[src/rtl/core/can_seg_pkg.sv]
// Shared types and constants for the CAN message segmenter.
// Used by the frame builder, the output queue and the top level; no dependencies.
package can_seg_pkg;

  localparam int unsigned ID_W        = 11;
  localparam int unsigned LEN_W       = 16;
  localparam int unsigned BYTE_W      = 8;
  localparam int unsigned FLEN_W      = 4;
  localparam int unsigned FRAME_BYTES = 8;
  localparam int unsigned PAYLOAD_W   = FRAME_BYTES * BYTE_W;
  localparam int unsigned CFG_IDX_W   = 2;

  localparam logic [LEN_W-1:0]  MIN_MSG_LEN = 16'd6;
  localparam logic [FLEN_W-1:0] FULL_FILL   = 4'd8;
  localparam logic [FLEN_W-1:0] HDR_FILL    = 4'd2;

  // Output queue depth; it must hold the two frames one byte can produce.
  localparam int unsigned QDEPTH = 4;
  localparam int unsigned QPTR_W = $clog2(QDEPTH);
  localparam int unsigned QCNT_W = $clog2(QDEPTH + 1);

  typedef enum logic [CFG_IDX_W-1:0] {
    CFG_FIRST_ID  = 2'd0,
    CFG_MIDDLE_ID = 2'd1,
    CFG_LAST_ID   = 2'd2
  } cfg_idx_t;

  typedef struct packed {
    logic [ID_W-1:0]      frame_id;
    logic [FLEN_W-1:0]    frame_length;
    logic [PAYLOAD_W-1:0] frame_payload;
    logic                 message_end;
  } frame_t;

  // Frames produced by one byte, in order: first is used when count >= 1.
  typedef struct packed {
    logic [1:0] count;
    frame_t     first;
    frame_t     second;
  } push_t;

endpackage

[src/rtl/core/can_seg_frame_builder.sv]
// Message state, frame assembly and identifier registers of the segmenter.
// Depends on can_seg_pkg; produces up to two frames per byte for the output queue.
module can_seg_frame_builder (
  input  logic                             clk,
  input  logic                             rst_n,
  input  logic                             cfg_wr_en,
  input  logic [can_seg_pkg::CFG_IDX_W-1:0] cfg_index,
  input  logic [can_seg_pkg::ID_W-1:0]     cfg_wdata,
  input  logic                             byte_valid,
  input  logic [can_seg_pkg::BYTE_W-1:0]   data_byte,
  input  logic [can_seg_pkg::LEN_W-1:0]    message_length,
  output can_seg_pkg::push_t               push
);
  import can_seg_pkg::*;

  logic [ID_W-1:0]      first_id_r, middle_id_r, last_id_r;
  logic [PAYLOAD_W-1:0] buf_r, buf_nxt;
  logic [FLEN_W-1:0]    fill_r, fill_nxt;
  logic [LEN_W-1:0]     taken_r, taken_nxt;
  logic [LEN_W-1:0]     exp_r, exp_nxt;
  logic [BYTE_W-1:0]    sum_r, sum_nxt;
  logic                 in_msg_r, in_msg_nxt;
  logic                 first_pend_r, first_pend_nxt;

  logic                 start, work, full, done;
  logic [PAYLOAD_W-1:0] buf_base, buf_add, buf_keep, buf_csum;
  logic [FLEN_W-1:0]    fill_base, fill_add, fill_keep;
  logic [LEN_W-1:0]     taken_base, taken_add, exp_base;
  logic [BYTE_W-1:0]    sum_base, sum_add;
  logic                 first_pend_base, first_pend_keep;
  frame_t               data_frame, csum_frame;

  always_ff @(posedge clk) begin
    if (!rst_n) begin
      first_id_r  <= '0;
      middle_id_r <= '0;
      last_id_r   <= '0;
    end else if (cfg_wr_en) begin
      case (cfg_index)
        CFG_FIRST_ID:  first_id_r  <= cfg_wdata;
        CFG_MIDDLE_ID: middle_id_r <= cfg_wdata;
        CFG_LAST_ID:   last_id_r   <= cfg_wdata;
        default: ;
      endcase
    end
  end

  always_comb begin
    start = byte_valid && !in_msg_r && (message_length >= MIN_MSG_LEN);
    work  = byte_valid && (in_msg_r || start);

    // A new message starts with the length, high byte first.
    if (start) begin
      buf_base        = {48'd0, message_length[7:0], message_length[15:8]};
      fill_base       = HDR_FILL;
      taken_base      = '0;
      exp_base        = message_length;
      sum_base        = '0;
      first_pend_base = 1'b1;
    end else begin
      buf_base        = buf_r;
      fill_base       = fill_r;
      taken_base      = taken_r;
      exp_base        = exp_r;
      sum_base        = sum_r;
      first_pend_base = first_pend_r;
    end

    // Bytes above the fill point are zero, so a lane write is enough.
    buf_add = buf_base;
    for (int i = 0; i < FRAME_BYTES; i++) begin
      if (fill_base[2:0] == 3'(i)) begin
        buf_add[i*BYTE_W +: BYTE_W] = data_byte;
      end
    end
    fill_add  = fill_base + 4'd1;
    taken_add = taken_base + 16'd1;
    sum_add   = sum_base + data_byte;

    full = (fill_add >= FULL_FILL);
    data_frame.frame_id      = first_pend_base ? first_id_r : middle_id_r;
    data_frame.frame_length  = FULL_FILL;
    data_frame.frame_payload = buf_add;
    data_frame.message_end   = 1'b0;

    if (full) begin
      buf_keep        = '0;
      fill_keep       = '0;
      first_pend_keep = 1'b0;
    end else begin
      buf_keep        = buf_add;
      fill_keep       = fill_add;
      first_pend_keep = first_pend_base;
    end

    done = !first_pend_keep && (taken_add == exp_base);
    buf_csum = buf_keep;
    for (int i = 0; i < FRAME_BYTES; i++) begin
      if (fill_keep[2:0] == 3'(i)) begin
        buf_csum[i*BYTE_W +: BYTE_W] = sum_add;
      end
    end
    csum_frame.frame_id      = last_id_r;
    csum_frame.frame_length  = {1'b0, fill_keep[2:0]} + 4'd1;
    csum_frame.frame_payload = buf_csum;
    csum_frame.message_end   = 1'b1;

    push.count  = 2'(work && full) + 2'(work && done);
    push.first  = full ? data_frame : csum_frame;
    push.second = csum_frame;

    if (!work) begin
      buf_nxt        = buf_r;
      fill_nxt       = fill_r;
      taken_nxt      = taken_r;
      exp_nxt        = exp_r;
      sum_nxt        = sum_r;
      in_msg_nxt     = in_msg_r;
      first_pend_nxt = first_pend_r;
    end else if (done) begin
      buf_nxt        = '0;
      fill_nxt       = '0;
      taken_nxt      = '0;
      exp_nxt        = '0;
      sum_nxt        = '0;
      in_msg_nxt     = 1'b0;
      first_pend_nxt = 1'b1;
    end else begin
      buf_nxt        = buf_keep;
      fill_nxt       = fill_keep;
      taken_nxt      = taken_add;
      exp_nxt        = exp_base;
      sum_nxt        = sum_add;
      in_msg_nxt     = 1'b1;
      first_pend_nxt = first_pend_keep;
    end
  end

  always_ff @(posedge clk) begin
    if (!rst_n) begin
      buf_r        <= '0;
      fill_r       <= '0;
      taken_r      <= '0;
      exp_r        <= '0;
      sum_r        <= '0;
      in_msg_r     <= 1'b0;
      first_pend_r <= 1'b1;
    end else begin
      buf_r        <= buf_nxt;
      fill_r       <= fill_nxt;
      taken_r      <= taken_nxt;
      exp_r        <= exp_nxt;
      sum_r        <= sum_nxt;
      in_msg_r     <= in_msg_nxt;
      first_pend_r <= first_pend_nxt;
    end
  end

endmodule

[src/rtl/core/can_seg_out_fifo.sv]
// Small output queue of finished frames; takes up to two frames per cycle.
// Depends on can_seg_pkg; the head entry drives the result channel directly.
module can_seg_out_fifo (
  input  logic                  clk,
  input  logic                  rst_n,
  input  can_seg_pkg::push_t    push,
  output logic                  room_for_two,
  output logic                  head_valid,
  input  logic                  head_pop,
  output can_seg_pkg::frame_t   head
);
  import can_seg_pkg::*;

  frame_t              mem_r [QDEPTH];
  logic [QPTR_W-1:0]   wr_ptr_r, wr_ptr_nxt;
  logic [QPTR_W-1:0]   rd_ptr_r, rd_ptr_nxt;
  logic [QCNT_W-1:0]   cnt_r, cnt_nxt;
  logic [QPTR_W-1:0]   wr_ptr_1;
  logic                pop;

  always_comb begin
    pop          = head_pop && (cnt_r != '0);
    wr_ptr_1     = wr_ptr_r + 1'b1;
    wr_ptr_nxt   = wr_ptr_r + QPTR_W'(push.count);
    rd_ptr_nxt   = rd_ptr_r + QPTR_W'(pop);
    cnt_nxt      = cnt_r + QCNT_W'(push.count) - QCNT_W'(pop);
    room_for_two = (cnt_r <= QCNT_W'(QDEPTH - 2));
    head_valid   = (cnt_r != '0);
    head         = mem_r[rd_ptr_r];
  end

  always_ff @(posedge clk) begin
    if (push.count != 2'd0) begin
      mem_r[wr_ptr_r] <= push.first;
    end
    if (push.count == 2'd2) begin
      mem_r[wr_ptr_1] <= push.second;
    end
  end

  always_ff @(posedge clk) begin
    if (!rst_n) begin
      wr_ptr_r <= '0;
      rd_ptr_r <= '0;
      cnt_r    <= '0;
    end else begin
      wr_ptr_r <= wr_ptr_nxt;
      rd_ptr_r <= rd_ptr_nxt;
      cnt_r    <= cnt_nxt;
    end
  end

endmodule

[src/rtl/core/can_message_segmenter_unit.sv]
// Top level of the CAN message segmenter: input register, frame builder, output queue.
// Depends on can_seg_pkg, can_seg_frame_builder and can_seg_out_fifo.
//
// Usage: message bytes arrive one beat at a time on the in_ stream. The beat
// carries the data byte and the message length; the length is only looked at
// on the first byte of a message, and a first byte whose length is below six
// is dropped without any frame. Classic CAN frames leave on the out_ stream,
// one frame per beat, with out_tlast set on the frame that carries the
// modulo-256 checksum and closes the message. The user must write the three
// frame identifiers through the cfg_ port while idle; the block never checks.
//
// An accepted input beat waits in the input register; the frame builder's
// result then goes straight into the output queue, whose head drives
// out_tvalid. Throughput is one byte per cycle while the output queue has
// room for two frames; a byte that closes both a full frame and the message
// yields two frames, and since the result channel moves one frame per cycle,
// such a byte's frames leave there one after the other. The builder advances
// only when the four-entry output queue has room for two frames, so when the
// receiver stalls the queue fills, the input register holds and in_tready
// drops; nothing is lost. Reset clears the message state, the queue and the
// identifiers at once; the block is ready on the next cycle.
module can_message_segmenter_unit (
  input  logic                              clk,
  input  logic                              rst_n,
  input  logic                              cfg_wr_en,
  input  logic [can_seg_pkg::CFG_IDX_W-1:0] cfg_index,
  input  logic [can_seg_pkg::ID_W-1:0]      cfg_wdata,
  input  logic                              in_tvalid,
  output logic                              in_tready,
  input  logic [23:0]                       in_tdata,  // data_byte[7:0], message_length[23:8]
  output logic                              out_tvalid,
  input  logic                              out_tready,
  output logic [79:0]                       out_tdata, // frame_id[10:0], frame_length[14:11],
                                                       // frame_payload[78:15], zero[79]
  output logic                              out_tlast  // message_end
);
  import can_seg_pkg::*;

  // Input register: one beat waits here until the builder can take it.
  logic              in_valid_r;
  logic [BYTE_W-1:0] in_byte_r;
  logic [LEN_W-1:0]  in_len_r;
  logic              advance;
  logic              room_for_two;
  push_t             push;
  frame_t            head;

  assign advance   = in_valid_r && room_for_two;
  assign in_tready = !in_valid_r || advance;

  always_ff @(posedge clk) begin
    if (!rst_n) begin
      in_valid_r <= 1'b0;
    end else if (in_tready) begin
      in_valid_r <= in_tvalid;
    end
  end

  always_ff @(posedge clk) begin
    if (in_tvalid && in_tready) begin
      in_byte_r <= in_tdata[7:0];
      in_len_r  <= in_tdata[23:8];
    end
  end

  can_seg_frame_builder u_builder (
    .clk            (clk),
    .rst_n          (rst_n),
    .cfg_wr_en      (cfg_wr_en),
    .cfg_index      (cfg_index),
    .cfg_wdata      (cfg_wdata),
    .byte_valid     (advance),
    .data_byte      (in_byte_r),
    .message_length (in_len_r),
    .push           (push)
  );

  can_seg_out_fifo u_out_fifo (
    .clk          (clk),
    .rst_n        (rst_n),
    .push         (push),
    .room_for_two (room_for_two),
    .head_valid   (out_tvalid),
    .head_pop     (out_tready),
    .head         (head)
  );

  assign out_tdata = {1'b0, head.frame_payload, head.frame_length, head.frame_id};
  assign out_tlast = head.message_end;

endmodule

[config.mk]
export PLATFORM = sky130hd
export DESIGN_NAME = can_message_segmenter_unit
export DESIGN_NICKNAME = d
export VERILOG_FILES = /design/src/rtl/core/can_seg_pkg.sv /design/src/rtl/core/can_seg_frame_builder.sv /design/src/rtl/core/can_seg_out_fifo.sv /design/src/rtl/core/can_message_segmenter_unit.sv
export SDC_FILE = /design/constraint.sdc
export NUM_CORES = 1
export LEC_CHECK = 0
export ABC_AREA = 1
export BUFFER_PORTS_ARGS = -buffer_cell sky130_fd_sc_hd__buf_2
export CORE_MARGIN = 3
export CORE_UTILIZATION = 30
export DETAILED_ROUTE_END_ITERATION = 6
export PLACE_DENSITY_LB_ADDON = 0.3
export SYNTH_ARGS = -nofsm -noshare
export SYNTH_HDL_FRONTEND = slang
export SYNTH_SLANG_ARGS = --single-unit
[constraint.sdc]
create_clock -name clk -period 13.85 [get_ports clk]
set_input_delay 2.77 -clock clk [delete_from_list [all_inputs] [get_ports clk]]
set_output_delay 2.77 -clock clk [all_outputs]
set_load 0.05 [all_outputs]
# == Word level (Yosys, flattened, before mapping) ==
# Memories as Yosys holds them, arrays and structs flattened. A register that Yosys moved wholly into a read port is not among the register bits.
# Cells that the tools add are included.
# classes
add_sub_neg,10
magnitude_cmp,3
n_eq_ne,18
muxes,39
n_reduce_logical,22
# op_table
cell,count
2-to-1 mux 64 bit,3
2-to-1 mux 8 bit,18
2-to-1 mux 80 bit,1
2-to-1 mux 16 bit,4
== test 3 bit (second input constant),8
adder 16 x 1 -> 16 bit (second input constant),1
== test 16 bit,1
>= comparator 16 x 3 -> 1 bit (second input constant),1
== test 3 x 2 -> 1 bit (second input constant),4
2-to-1 mux 4 bit,3
2-to-1 mux 11 bit,1
logical AND 1 bit,9
adder 8 bit,1
2-to-1 mux 1 bit,8
== test 3 x 1 -> 1 bit (second input constant),2
logical NOT 3 bit,2
AND reduction 2 bit,3
adder 3 x 1 -> 4 bit (second input constant),1
adder 4 x 1 -> 4 bit (second input constant),1
== test 2 bit (second input constant),2
>= comparator 4 bit (second input constant),1
adder 3 x 2 -> 3 bit,1
<= comparator 3 x 2 -> 1 bit (second input constant),1
logical NOT 1 bit,3
other kinds (11),12
# totals
ff_bits,175
ram_bits,320
inputBits,42
out_inout_bits,83
wordCells,109
mem_count,1
# mem_list
name,depth,width,read_ports,rd_clocked_by_memory_dff,write_ports,line,rtl
u_out_fifo.mem_r,4,80,1,1,2,can_seg_out_fifo.sv:14,frame_t mem_r [QDEPTH];

# == Depth between registers and ports, before layout ==
# Gate-level depths: netlist of run 1.
# depth
depth_word,15
mapped_depth,29
ltp_nobuf,27

# == Cells and area by module ==
# A second synthesis of run 1 with hierarchy kept.
# hier_totals
cells_unflattened,3312
hier_area_um2,26335.3
# by_module_without_submodules
mod,n_inst,cells_per_inst,area_each_um2,seq_area_each_um2
can_seg_out_fifo,1,1626,15803.9,9749.4
can_seg_frame_builder,1,1651,9740.6,2862.7
can_message_segmenter_unit,1,35,790.8,740.7

# == Least setup slack after synthesis of run 1 ==
# Ideal clock, no wire load.
# synth_path
path_kind,register -> register
from,register u_out_fifo.cnt_r[0]
to,memory u_out_fifo.mem_r[0][65] (netlist name) (data pin)
setup_ps,160
arrival_ps,5572
setup_slack_ps,8118
stages_incl_launch_ff,26
path_buffers,2
synth_period_minus_slack_ps,5732
path_cell_list,dfxtp_1 a21oi_2 nand2_2 nor2_4 nand2_4 inv_2 buf_2 buf_1 nor2_1 ha_1 a21o_1 nand2_1 xor2_1 nand4_1 nor3_1 nand2_1 nor3_1 nand3_1 inv_1 ha_1 inv_1 nor3_1 inv_1 nand2_1 o21ai_0 nor2_1
# synth_rtl
item,line,rtl
start: declaration,can_seg_out_fifo.sv:17,"logic [QCNT_W-1:0] cnt_r, cnt_nxt;"
start signal: assignment,can_seg_out_fifo.sv:49,cnt_r <= cnt_nxt;
end: declaration,can_seg_out_fifo.sv:14,

==> parameters.txt, run 1 <==
Parameter                              Value

Route
  Metal1 wirelength ... about 37000 µm
  Initial DRT Pass Iterations ... 5
  Wirelength per Cell ... about 21 µm
  Length of routed met3 wiring ... 6568 µm
  Via count normalized by instance count ... about 5.4
  Detail Route met2 WL ... 39630 µm
  Number of nets with antenna violations after routing ... 0
  Via total after detailed routing ... 21.90k
  Wire length reported by the detailed router ... 85230 µm
  Max layer used ... met4
  DR DRC count ... 0
  Drt first-iter violations ... between 2k and 2.5k

Setup path
  Sort of element at the start of the critical path ... register
  Worst endpoint data arrival time ... 7520 ps
  RR Endpoint ... u_out_fifo.mem_r[3][67]$_DFFE_PP_
  Worst setup EP type ... register
  Setup slack of the most critical reg-to-reg path ... 6810 ps
  Depth of the most critical reg-to-reg path ... 26
  Worst Setup Path Type ... reg -> reg
  Required time at the worst-slack endpoint ... 14330 ps
  Reg-to-reg startpoint ... in_len_r[15]$_DFFE_PP_
  Critical Path Fanout Max ... 54

STA
  FMAX ... 142.1 MHz
  Period utilization ... 50.83%
  Setup TNS Final ... 0 ps
  Minimum period implied by the final worst setup slack ... 7039 ps
  Setup violations, final ... 0
  Skew final ... 33.27 ps
  Max-slew violation count ... 0
  Count of endpoints failing hold in the final timing report ... 0
  Slew headroom ... between 20% and 30%
  RSZ-0062 raised after global routing ... false
  Transition at the pin with the smallest max-transition slack ... 1187 ps

Logic synthesis
  Simple-gate portion of the synthesized area ... 17.28%
  Async set-reset flop share out of synthesis ... 0%
  Synth Area in XOR/XNOR ... 0.7051%
  Portion of netlist area occupied by mux cells ... 0%
  Count of state elements after synthesis ... 495
  Fraction of the mapped netlist area in compound gates ... approximately 20%
  Synth warn ... 0
  Synth cell types ... 42
  Top flip-flop cell by instance count after synthesis ... edfxtp_1
  Syn avg cell area ... 8.513 µm²
  Post-Synthesis Cells ... between 2k and 3k
  Combinational family with the most area after synthesis ... compound AO/OA/AOI/OAI gates
  Fraction of the yosys area taken by sequential cells ... a little over half
  Adder-cell share of the synthesized area ... 1.500%
  Post-Syn Nets ... roughly 3.0k
  Mapped cell area ... 25200 µm²
  Count of flip-flops with a built-in enable after synthesis ... 340

Finish
  Synthesis-to-finish area growth ... 12.43%
  Final Instance Area ... 28330 µm²
  Proportion of layout cells with a drive suffix above 1 ... 9.990%
  Diodes inserted ... 0
  Final net count ... 3007

CTS
  Number of CTS-inserted buffers ... 55
  Post-CTS Hold Fix Bufs ... 0
  Bufs on Longest Clock Path ... 3
  Htree depth ... 2
  Cell at the root of the clock tree ... clkbuf_16
  CTS-repair resized insts ... 0
  Clk pin slew, worst setup/hold paths ... 60 ps
  TritonCTS Sinks ... 495
  Clock tree from TritonCTS ... built
  Clock latency on the worst-skew pair ... 640 ps
  Buffers inserted by post-CTS timing repair ... 0

Floorplan
  Width of the chip ... 295.8 µm
  Vertical die dimension ... 295.8 µm
  Starting density of the core ... 30.49%
  Number of ports placed on the die boundary ... 125
  Cell Rows ... about 110
  Area of the core ... 82640 µm²
  Die area ... between 80000 and 90000 µm²

Placed design
  Detailed Place HPWL ... 48580 µm
  Post-placement cell area ... approximately 27000 µm²
  Number of buffers inserted by port buffering ... 123
  Routability cong. ... 0.8346

Global routing
  Grt total ovfl ... 0
  Number of global-route vias before repair ... approximately 20k
  Number of antenna violations at the first check in global routing ... 4
  Largest net degree at the start of global routing ... between 100 and 150
  Wire length of the first global-routing pass ... ~130000 µm
  Aggregate global-route resource usage ... a little under a fifth

Run status
  Result of the run ... finished clean

Worst hold path
  Hold Path Sink ... u_builder.fill_r[3]$_SDFFE_PN0P_
  Class of the most critical hold timing path ... reg -> reg
  HP Start ... u_builder.fill_r[3]$_SDFFE_PN0P_
  Instance count along the most critical hold path ... 2

Power
  Peak supply drop ... 0.0001400 V
  Leakage dissipation ... 9.639 nW
  Total power divided by cell area ... between 150 and 200 nW/µm²

Flow run
  Max Cap Violations ... 0
-- cell usage in the layout (no fill, tap or decap), types with 3 or more instances in the layout --
master and count:
nand2_1 394, o22ai_1 384, nor2_1 370, o21ai_0 342
edfxtp_1 340, inv_1 220, nand3_1 205, dfxtp_1 153
a21oi_1 140, buf_2 123, clkbuf_16 55, o21ai_1 30
ha_1 27, buf_4 24, o21a_1 16, clkbuf_1 15
or2_2 14, inv_2 11, clkinv_2 11, nor2_2 10
nand3_2 9, xor2_1 7, nor3_1 7, clkinv_1 7
nand4_1 6, clkbuf_8 6, nand2_4 5, nand3b_1 5
bufinv_16 5, xnor2_1 4, xor2_2 4, nor2_4 3
a21o_1 3
-- worst max-delay path: stages (launching register included) --
cell      delay, ps
edfxtp_1        390
nor2_1          120
nand2_1          70
nor2_1          100
nand2_1         160
nand2_4         480
inv_2           410
nor2_1          200
ha_1            230
nand4_2         160
nor2_4          210
nand2_1         100
nand3_1         120
nand4_1          90
nor3_1          230
nand2_1          80
nor3_1          210
nand3_1         160
inv_1           100
ha_1            160
inv_1            90
nor3_1          400
inv_2           490
nand2_4         560
buf_4           840
o21ai_0         430
nor2_1          170
-- synthesized netlist by cell type, drive strengths merged, types with 2 or more instances --
cell / instances / share of area [%]
fa: 2 / 0.16
inv: 231 / 3.4
o22ai: 384 / 9.5
dfxtp: 155 / 12
clkinv: 4 / 0.060
a21boi: 2 / 0.060
edfxtp: 340 / 41
nand4: 8 / 0.28
or2: 14 / 0.35
a21oi: 141 / 2.8
nand2: 402 / 6.1
nor2: 383 / 5.9
buf: 46 / 1.0
o21a: 16 / 0.48
a21o: 3 / 0.089
xor2: 11 / 0.38
clkbuf: 182 / 2.7
xnor2: 4 / 0.14
nor3: 7 / 0.14
o21ai: 373 / 7.4
nand3b: 5 / 0.15
nand3: 214 / 4.4
ha: 27 / 1.3
-- cells by family after synthesis --
kind of cell | count (synthesis)
adders and majority gates | 29
buffers and inverters | 463
xor gates and xnor gates | 17
AOI/OAI and AO/OA | 921
other | 1
and+or+nand+nor | 1034
DFF | 495
-- registers in the layout, summed over array words and instances, names as in the netlist --
name and flops:
u_out_fifo.rd_ptr_r 2, u_out_fifo.wr_ptr_r 2, u_builder.first_pend_r 1, u_builder.exp_r 16, u_builder.sum_r 8, u_out_fifo.cnt_r 3, u_builder.buf_r 64, u_builder.in_msg_r 1
in_len_r 16, u_builder.first_id_r 11, in_byte_r 8, u_builder.fill_r 4, u_builder.taken_r 16, u_builder.last_id_r 11, u_builder.middle_id_r 11, u_out_fifo.mem_r 320
in_valid_r 1
-- per-stage QoR --
| stage | utilization (%) | std cells | hold WS [ps] | setup WS, ps | power, W |
|---|---|---|---|---|---|
| final | 34.28 | 4053 | 446.6 | 6811 | 0.004620 |
| after global routing | 34.28 | 4053 | 463.0 | 6236 | 0.004816 |
| after detailed placement | 32.08 | 3949 | 439.2 | 6859 | 0.003162 |
| after CTS | 34.28 | 4053 | 447.3 | 6839 | 0.004654 |
| after floorplan | - | 2960 | 421.9 | 8118 | 0.002700 |
| after global placement | 32.08 | 3949 | 435.5 | 7016 | 0.003158 |
-- area by class of cell --
cell class                 count  area [µm²]
timing repair buffer         147       795.8
multi-input combinational   2002       10170
tap                         1070        1339
clock inverter                28       304.0
clock buffer                  76        1515
inverter                     235       888.4
sequential                   495       13320
fill                        8477       54300
-- per-layer routing --
| layer | up-vias | GRT usage [%] |
|---|---|---|
| li1 | 10430 | - |
| met3 | 136 | 2.906 |
| met5 | - | 0 |
| met1 | 10451 | 25.91 |
| met2 | 887 | 30.95 |
| met4 | 0 | 5.753 |
-- power breakdown --
| part | internal, W | switching, W |
|---|---|---|
| clock network | 0.000862 | 0.000637 |
| registers | 0.00160 | 0.0000536 |
| logic | 0.000290 | 0.00118 |
-- how the worst max path moves through the flow --
| stage | from | end | slack, ps | depth (start not counted) |
|---|---|---|---|---|
| 3_5_place_dp | in_len_r[15]$_DFFE_PP_ | u_out_fifo.mem_r[3][67]$_DFFE_PP_ | 6860 | 26 |
| 3_3_place_gp | in_len_r[15]$_DFFE_PP_ | u_out_fifo.mem_r[3][65]$_DFFE_PP_ | 7020 | 24 |
| 4_1_cts | in_len_r[15]$_DFFE_PP_ | u_out_fifo.mem_r[3][67]$_DFFE_PP_ | 6840 | 24 |
| 6_report | in_len_r[15]$_DFFE_PP_ | u_out_fifo.mem_r[3][67]$_DFFE_PP_ | 6810 | 26 |
| 5_1_grt | in_len_r[8]$_DFFE_PP_ | u_out_fifo.mem_r[3][67]$_DFFE_PP_ | 6240 | 25 |
| 2_1_floorplan | u_out_fifo.cnt_r[0]$_SDFF_PN0_ | u_out_fifo.mem_r[0][65]$_DFFE_PP_ | 8120 | 25 |
Power figures use the tool's default switching activity.
==> run 2, diff against run 1 <==
- clock period: 13.85 -> 6.3 ns (I/O delays scaled with it)
==> run 2 against run 1 <==
  * Routed wire length shrank 0.13%
  * Design area grew 0.94%
  * Worst setup slack lost 5400 ps
  * Fmax grew 44%
  * Critical path depth shrank 2
  * Flip-flop and latch count is the same
  * Count of clock-buffer cells in the layout grew 7
  * Largest power group unchanged
  * Highest routed layer is now met5
==> parameters.txt, run 2 (same netlist as run 1, synthesis figures left out) <==
Parameter                              Value

Run status
  Result of the run ... finished clean

Setup path
  Top Family by Delay on Critical Path ... simple AND/OR/NAND/NOR gates
  Worst setup EP type ... register
  Ordered list of cells on the worst path ... nor2_1 -> nand2_1 -> nor2_1 -> nand2_1 -> nand2_4 -> inv_2 -> nor2_1 -> ha_1 -> nand4_2 -> nor2_4 -> nand2_1 -> nand3_1 -> nand4_1 -> nor3_1 -> nand2_1 -> nor3_1 -> nand3_1 -> inv_1 -> ha_1 -> inv_1 -> nor3_1 -> inv_2 -> nand2_4 -> buf_4
  RR Endpoint ... u_out_fifo.mem_r[3][23]$_DFFE_PP_
  Required time at the worst-slack endpoint ... around 6600 ps
  Worst Setup Path Type ... reg -> reg
  Sort of element at the start of the critical path ... register
  Crit path buffers/inverters ... 5
  Depth of the most critical reg-to-reg path ... 24
  Setup slack of the most critical reg-to-reg path ... ~1400 ps
  Critical Path Fanout Max ... 28
  Worst path max stage delay ... 390 ps
  Worst endpoint data arrival time ... 5180 ps
  Slowest library cell on the worst path ... buf_4
  Reg-to-reg startpoint ... in_len_r[15]$_DFFE_PP_
  Library cell appearing most often on the critical path ... nand2_1

STA
  Skew final ... between 30 and 40 ps
  Transition at the pin with the smallest max-transition slack ... 1183 ps
  Setup TNS Final ... 0 ps
  Minimum period implied by the final worst setup slack ... ~5000 ps
  FMAX ... 204.3 MHz
  Period utilization ... 77.70%
  Max-slew violation count ... 0
  Slew headroom ... 21.03%
  Setup violations, final ... 0
  Count of endpoints failing hold in the final timing report ... 0
  RSZ-0062 raised after global routing ... false

CTS
  Clk pin slew, worst setup/hold paths ... roughly 60 ps
  TritonCTS Sinks ... approximately 500
  Clock latency on the worst-skew pair ... slightly above 600 ps
  Post-CTS Hold Fix Bufs ... 0
  CTS-repair resized insts ... 0
  Number of CTS-inserted buffers ... 56
  Clock tree from TritonCTS ... built
  Htree depth ... 2
  Bufs on Longest Clock Path ... 3
  Buffers inserted by post-CTS timing repair ... 0
  Cell at the root of the clock tree ... clkbuf_16

Finish
  Filler-free cell count of the finished design ... 4074
  Most common cell after layout, fill and taps aside ... nand2_1
  Flip-flop count of the largest register, all copies and words added ... 320
  Largest registers ... u_out_fifo.mem_r (320), u_builder.buf_r (64)
  Top library cells by usage in the layout, fill and taps aside ... nand2_1 (394), o22ai_1 (384), nor2_1 (370)
  Filler Cells Inserted ... 8452
  Area occupied by multi-input gates ... 10150 µm²
  Diodes inserted ... 0
  Synthesis-to-finish area growth ... 13.49%
  Sequential cell area ... 13320 µm²
  Final net count ... 3027
  Proportion of layout cells with a drive suffix above 1 ... a little over a tenth
  Biggest register ... u_out_fifo.mem_r

Worst hold path
  Class of the most critical hold timing path ... reg -> reg
  Hold Path Sink ... u_builder.fill_r[3]$_SDFFE_PN0P_
  HP Start ... u_builder.fill_r[3]$_SDFFE_PN0P_
  Instance count along the most critical hold path ... 2

Floorplan
  Number of ports placed on the die boundary ... approximately 130
  Starting density of the core ... 30.49%
  Die area ... 87510 µm²
  Width of the chip ... 295.8 µm
  Vertical die dimension ... 295.8 µm
  Cell Rows ... 105
  Area of the core ... 82640 µm²

Global routing
  Largest net degree at the start of global routing ... 156
  Wire length of the first global-routing pass ... 127900 µm
  Number of antenna violations at the first check in global routing ... 4
  Number of global-route vias before repair ... 21.02k
  Grt total ovfl ... 0
  Aggregate global-route resource usage ... 18.91%

Route
  Wirelength per Cell ... approximately 21 µm
  Initial DRT Pass Iterations ... 5
  Number of nets with antenna violations after routing ... 0
  Drt first-iter violations ... approximately 2.2k
  DR DRC count ... 0
  Wire length reported by the detailed router ... 85120 µm
  Via count normalized by instance count ... roughly 5.4
  Via total after detailed routing ... 21.87k

Flow run
  Max Cap Violations ... 0

Placed design
  Routability cong. ... 0.8287
  Total placed cells including tap cells ... 3968
  Detailed Place HPWL ... 50810 µm
  Number of buffers inserted by port buffering ... 123

Power
  Peak supply drop ... approximately 0.00023 V
  Total power divided by cell area ... 359.1 nW/µm²
  Leakage dissipation ... 9.779 nW
==> run 2: worst register-to-register path, stage by stage (launching register included) <==
cell and delay, ps:
edfxtp_1 380, nor2_1 140, nand2_1 80, nor2_1 100
nand2_1 170, nand2_4 310, inv_2 180, nor2_1 120
ha_1 220, nand4_2 170, nor2_4 180, nand2_1 90
nand3_1 110, nand4_1 90, nor3_1 230, nand2_1 90
nor3_1 150, nand3_1 130, inv_1 90, ha_1 160
inv_1 90, nor3_1 320, inv_2 260, nand2_4 360
buf_4 400
==> run 2: per-stage QoR <==
stage	cell area (µm²)	worst slack, ps	hold WS, ps	util (%)	total power, W
2_1_floorplan	25200	568.1	421.9	-	0.005935
5_1_grt	28600	955.0	469.6	34.61	0.01068
4_1_cts	28600	1410	444.2	34.61	0.01034
3_5_place_dp	26710	1407	437.5	32.32	0.006976
6_report	28600	1405	441.8	34.61	0.01027
3_3_place_gp	26710	1489	432.2	32.32	0.006964
==> run 2: worst max-delay path by stage <==
stage,cells past startpoint,to,startpoint
after floorplan,25,u_out_fifo.mem_r[0][65]$_DFFE_PP_,u_out_fifo.cnt_r[0]$_SDFF_PN0_
after global placement,24,u_out_fifo.mem_r[3][34]$_DFFE_PP_,in_len_r[15]$_DFFE_PP_
after detailed placement,24,u_out_fifo.mem_r[3][35]$_DFFE_PP_,in_len_r[15]$_DFFE_PP_
after CTS,24,u_out_fifo.mem_r[3][22]$_DFFE_PP_,in_len_r[15]$_DFFE_PP_
after global routing,24,u_out_fifo.mem_r[3][35]$_DFFE_PP_,in_len_r[14]$_DFFE_PP_
final,24,u_out_fifo.mem_r[3][23]$_DFFE_PP_,in_len_r[15]$_DFFE_PP_
==> run 2: per-layer routing <==
metal	global-route usage, %	routed length (µm)
met1	25.66	36550
met5	0	7
met4	6.419	2625
met3	2.726	5945
met2	30.97	39990
==> run 2: area by class of cell <==
class	instances	area share (%)
multi-input combinational	2002	35.48
timing repair buffer	166	3.544
inverter	235	3.111
sequential	495	46.57
clock buffer	83	5.648
tap	1070	4.681
clock inverter	23	0.9669
==> run 2: power breakdown <==
part | total, W | leakage, nW | internal, W | switching, W
registers | 0.00361 | 4.40 | 0.00351 | 0.0000990
logic | 0.00327 | 4.46 | 0.000660 | 0.00261
clock network | 0.00339 | 0.921 | 0.00202 | 0.00137
==> run 3, diff against run 2 <==
- clock period: 6.3 -> 4.3 ns (I/O delays scaled with it)
==> run 3 against run 2 <==
  * Utilization rose by 1.6 points
  * Clock skew rose by 7.5 ps
  * First-iteration DRC count fell by 6.0%
  * Combinational power rose by 51%
  * Flip-flop and latch count did not move
  * Hold slack got worse by 26 ps
  * Fmax rose by 19%
  * Non-clock buffer count rose by 92
  * Critical path type unchanged
  * Critical endpoint is now u_out_fifo.mem_r[2][78]$_DFFE_PP_
==> parameters.txt, run 3 (same netlist as run 1, synthesis figures left out) <==
Parameter                              Value

Setup path
  Worst Setup Path Type ... reg -> reg
  Crit path buffers/inverters ... 3
  Slowest library cell on the worst path ... edfxtp_1
  Top Family by Delay on Critical Path ... simple AND/OR/NAND/NOR gates
  Critical Path Fanout Max ... 77
  Required time at the worst-slack endpoint ... between 4000 and 5000 ps
  Worst endpoint data arrival time ... 4520 ps
  Worst setup EP type ... register
  Ordered list of cells on the worst path ... nor2_1 -> nand2_1 -> nor2_2 -> nand2_2 -> nand2_4 -> nand2_1 -> inv_1 -> ha_4 -> nand3_1 -> nor2_4 -> nand2_1 -> nand3b_1 -> nand4_1 -> nor3_2 -> nand2_1 -> nor3_2 -> nand3_1 -> ha_1 -> nor3_1 -> inv_2 -> buf_12 -> o22ai_1
  Sort of element at the start of the critical path ... register
  Library cell appearing most often on the critical path ... nand2_1
  Worst path max stage delay ... 390 ps

Route
  Via total after detailed routing ... between 20k and 25k
  DR DRC count ... 0
  Number of nets with antenna violations after routing ... 0
  Drt first-iter violations ... 2060
  Wirelength per Cell ... about 20 µm
  Initial DRT Pass Iterations ... 5
  Via count normalized by instance count ... 5.352
  Wire length reported by the detailed router ... 84790 µm

Power
  Switching power ... 0.006009 W
  Total power divided by cell area ... 514.6 nW/µm²
  PnR Total Power ... 0.01538 W
  Reg power frac ... 34.4%
  Switching fraction of total power ... 39.08%
  Internal Dissipation ... 0.009368 W
  Clock group share of total power ... 33.4%
  Peak supply drop ... between 0.0003 and 0.0004 V
  Power share of the combinational group ... between 30% and 40%
  Leakage dissipation ... 10.44 nW

Floorplan
  Cell Rows ... 105
  Area of the core ... between 80000 and 90000 µm²
  Die area ... 87510 µm²
  Vertical die dimension ... 295.8 µm
  Width of the chip ... 295.8 µm
  Number of ports placed on the die boundary ... 125
  Starting density of the core ... 30.49%

CTS
  Post-CTS Hold Fix Bufs ... 0
  Clock latency on the worst-skew pair ... 630 ps
  Cell at the root of the clock tree ... clkbuf_16
  Clock tree from TritonCTS ... built
  Htree depth ... 2
  Bufs on Longest Clock Path ... 3
  TritonCTS Sinks ... 495
  Number of CTS-inserted buffers ... 57
  Clk pin slew, worst setup/hold paths ... 60 ps

STA
  Period utilization ... ~95%
  Count of endpoints failing hold in the final timing report ... 0
  Slew headroom ... between 20% and 30%
  Transition at the pin with the smallest max-transition slack ... between 1000 and 1500 ps
  Minimum period implied by the final worst setup slack ... 4101 ps
  Setup violations, final ... 0
  Skew final ... 39.11 ps
  FMAX ... 243.8 MHz
  Max-slew violation count ... 0
  Hold Worst Slack ... just over 400 ps
  Setup TNS Final ... 0 ps

Placed design
  Total placed cells including tap cells ... 4042
  Routability cong. ... between 0.8 and 0.9
  Number of buffers inserted by port buffering ... 123
  Detailed Place HPWL ... 52270 µm
  Post-placement cell area ... ~28000 µm²

Finish
  Final Instance Area ... ~30000 µm²
  Filler-free cell count of the finished design ... 4170
  Synthesis-to-finish area growth ... 18.57%
  Sequential cell area ... between 10000 and 15000 µm²
  Flip-flop count of the largest register, all copies and words added ... 320
  Most common cell after layout, fill and taps aside ... nand2_1
  Biggest register ... u_out_fifo.mem_r
  Diodes inserted ... 0
  Largest registers ... u_out_fifo.mem_r (320), u_builder.buf_r (64)
  Top library cells by usage in the layout, fill and taps aside ... nand2_1 (393), o22ai_1 (384), nor2_1 (365)
  Proportion of layout cells with a drive suffix above 1 ... between 10% and 20%
  Filler Cells Inserted ... 8366
  Final net count ... 3123
  Area occupied by multi-input gates ... 10270 µm²

Run status
  Result of the run ... finished clean

Global routing
  Grt total ovfl ... 0
  Aggregate global-route resource usage ... a little under a fifth
  Number of global-route vias before repair ... 21.04k
  Wire length of the first global-routing pass ... 127700 µm
  Number of antenna violations at the first check in global routing ... 2
  Largest net degree at the start of global routing ... 101

Worst hold path
  Class of the most critical hold timing path ... in -> reg

Flow run
  Max Cap Violations ... 0
## run 3: cell types whose count changed in the layout (fill, tap and decap cells not counted), sizes merged
cell      previous run  this run
buf                166       255
clkinv              14        24
clkbuf              83        75
bufinv               6         9
nand2              402       405
inv                237       235
clkinvlp             1         2
## run 3: metal layers
layer  wire length [µm]  GRT usage, %
met1              37390         25.75
met4               1516         4.481
met3               5322         2.217
met2              40570         30.94
met5                  0             0
## run 3: power by group through the flow
| stage | logic, W | clock network [W] | registers (W) |
|---|---|---|---|
| 6_report | 0.00495 | 0.00513 | 0.00530 |
| 5_1_grt | 0.00533 | 0.00539 | 0.00531 |
| 4_1_cts | 0.00498 | 0.00520 | 0.00529 |
| 3_5_place_dp | 0.00497 | 0 | 0.00540 |
| 3_3_place_gp | 0.00497 | 0 | 0.00539 |
| 2_1_floorplan | 0.00340 | 0 | 0.00529 |
## run 3: worst register-to-register path, delay by kind of cell (launching register included)
| family | cells | cell delay (ps) |
|---|---|---|
| flip-flops | 1 | 390 |
| adder cells (fa/ha/maj) | 2 | 410 |
| AO/OA/AOI/OAI | 1 | 490 |
| buffers and inverters | 3 | 440 |
| AND/OR/NAND/NOR | 16 | 2190 |
## run 3: path summary, 6_finish.rpt
path / from / to / slack, ps / cells past startpoint
worst max-delay path: in_len_r[15]$_DFFE_PP_ / u_out_fifo.mem_r[2][78]$_DFFE_PP_ / 200 / 22
worst min-delay path: in_tdata[21] / in_len_r[13]$_DFFE_PP_ / 420 / 1
worst max register to register: in_len_r[15]$_DFFE_PP_ / u_out_fifo.mem_r[2][78]$_DFFE_PP_ / 200 / 22
worst min register to register: u_out_fifo.mem_r[1][0]$_SDFFE_PP1P_ / u_out_fifo.mem_r[1][0]$_SDFFE_PP1P_ / 450 / 2
## run 3: area by class of cell
cell class / instances / area share (%)
Multi-Input combinational cell: 2005 / 34.37
Timing Repair Buffer: 258 / 7.018
Tap cell: 1070 / 4.481
Clock buffer: 72 / 5.167
Clock inverter: 35 / 1.428
Sequential cell: 495 / 44.57
Inverter: 235 / 2.969
## run 3: repair_timing
item                                   4_1_cts  5_1_grt
setup endpoints to repair                   58      613
endpoints found under the hold margin        0        0
pin swaps                                    0        7
resized for setup                            3       22
buffers inserted                             0       16
gates cloned                                 0        5
## run 3: stage by stage
| stage | setup WS, ps | utilization [%] |
|---|---|---|
| 2_1_floorplan | 165.4 | - |
| 3_3_place_gp | 62.23 | 33.38 |
| 3_5_place_dp | -7.322 | 33.38 |
| 4_1_cts | 64.57 | 35.78 |
| 5_1_grt | -29.32 | 36.16 |
| 6_report | 198.8 | 36.16 |
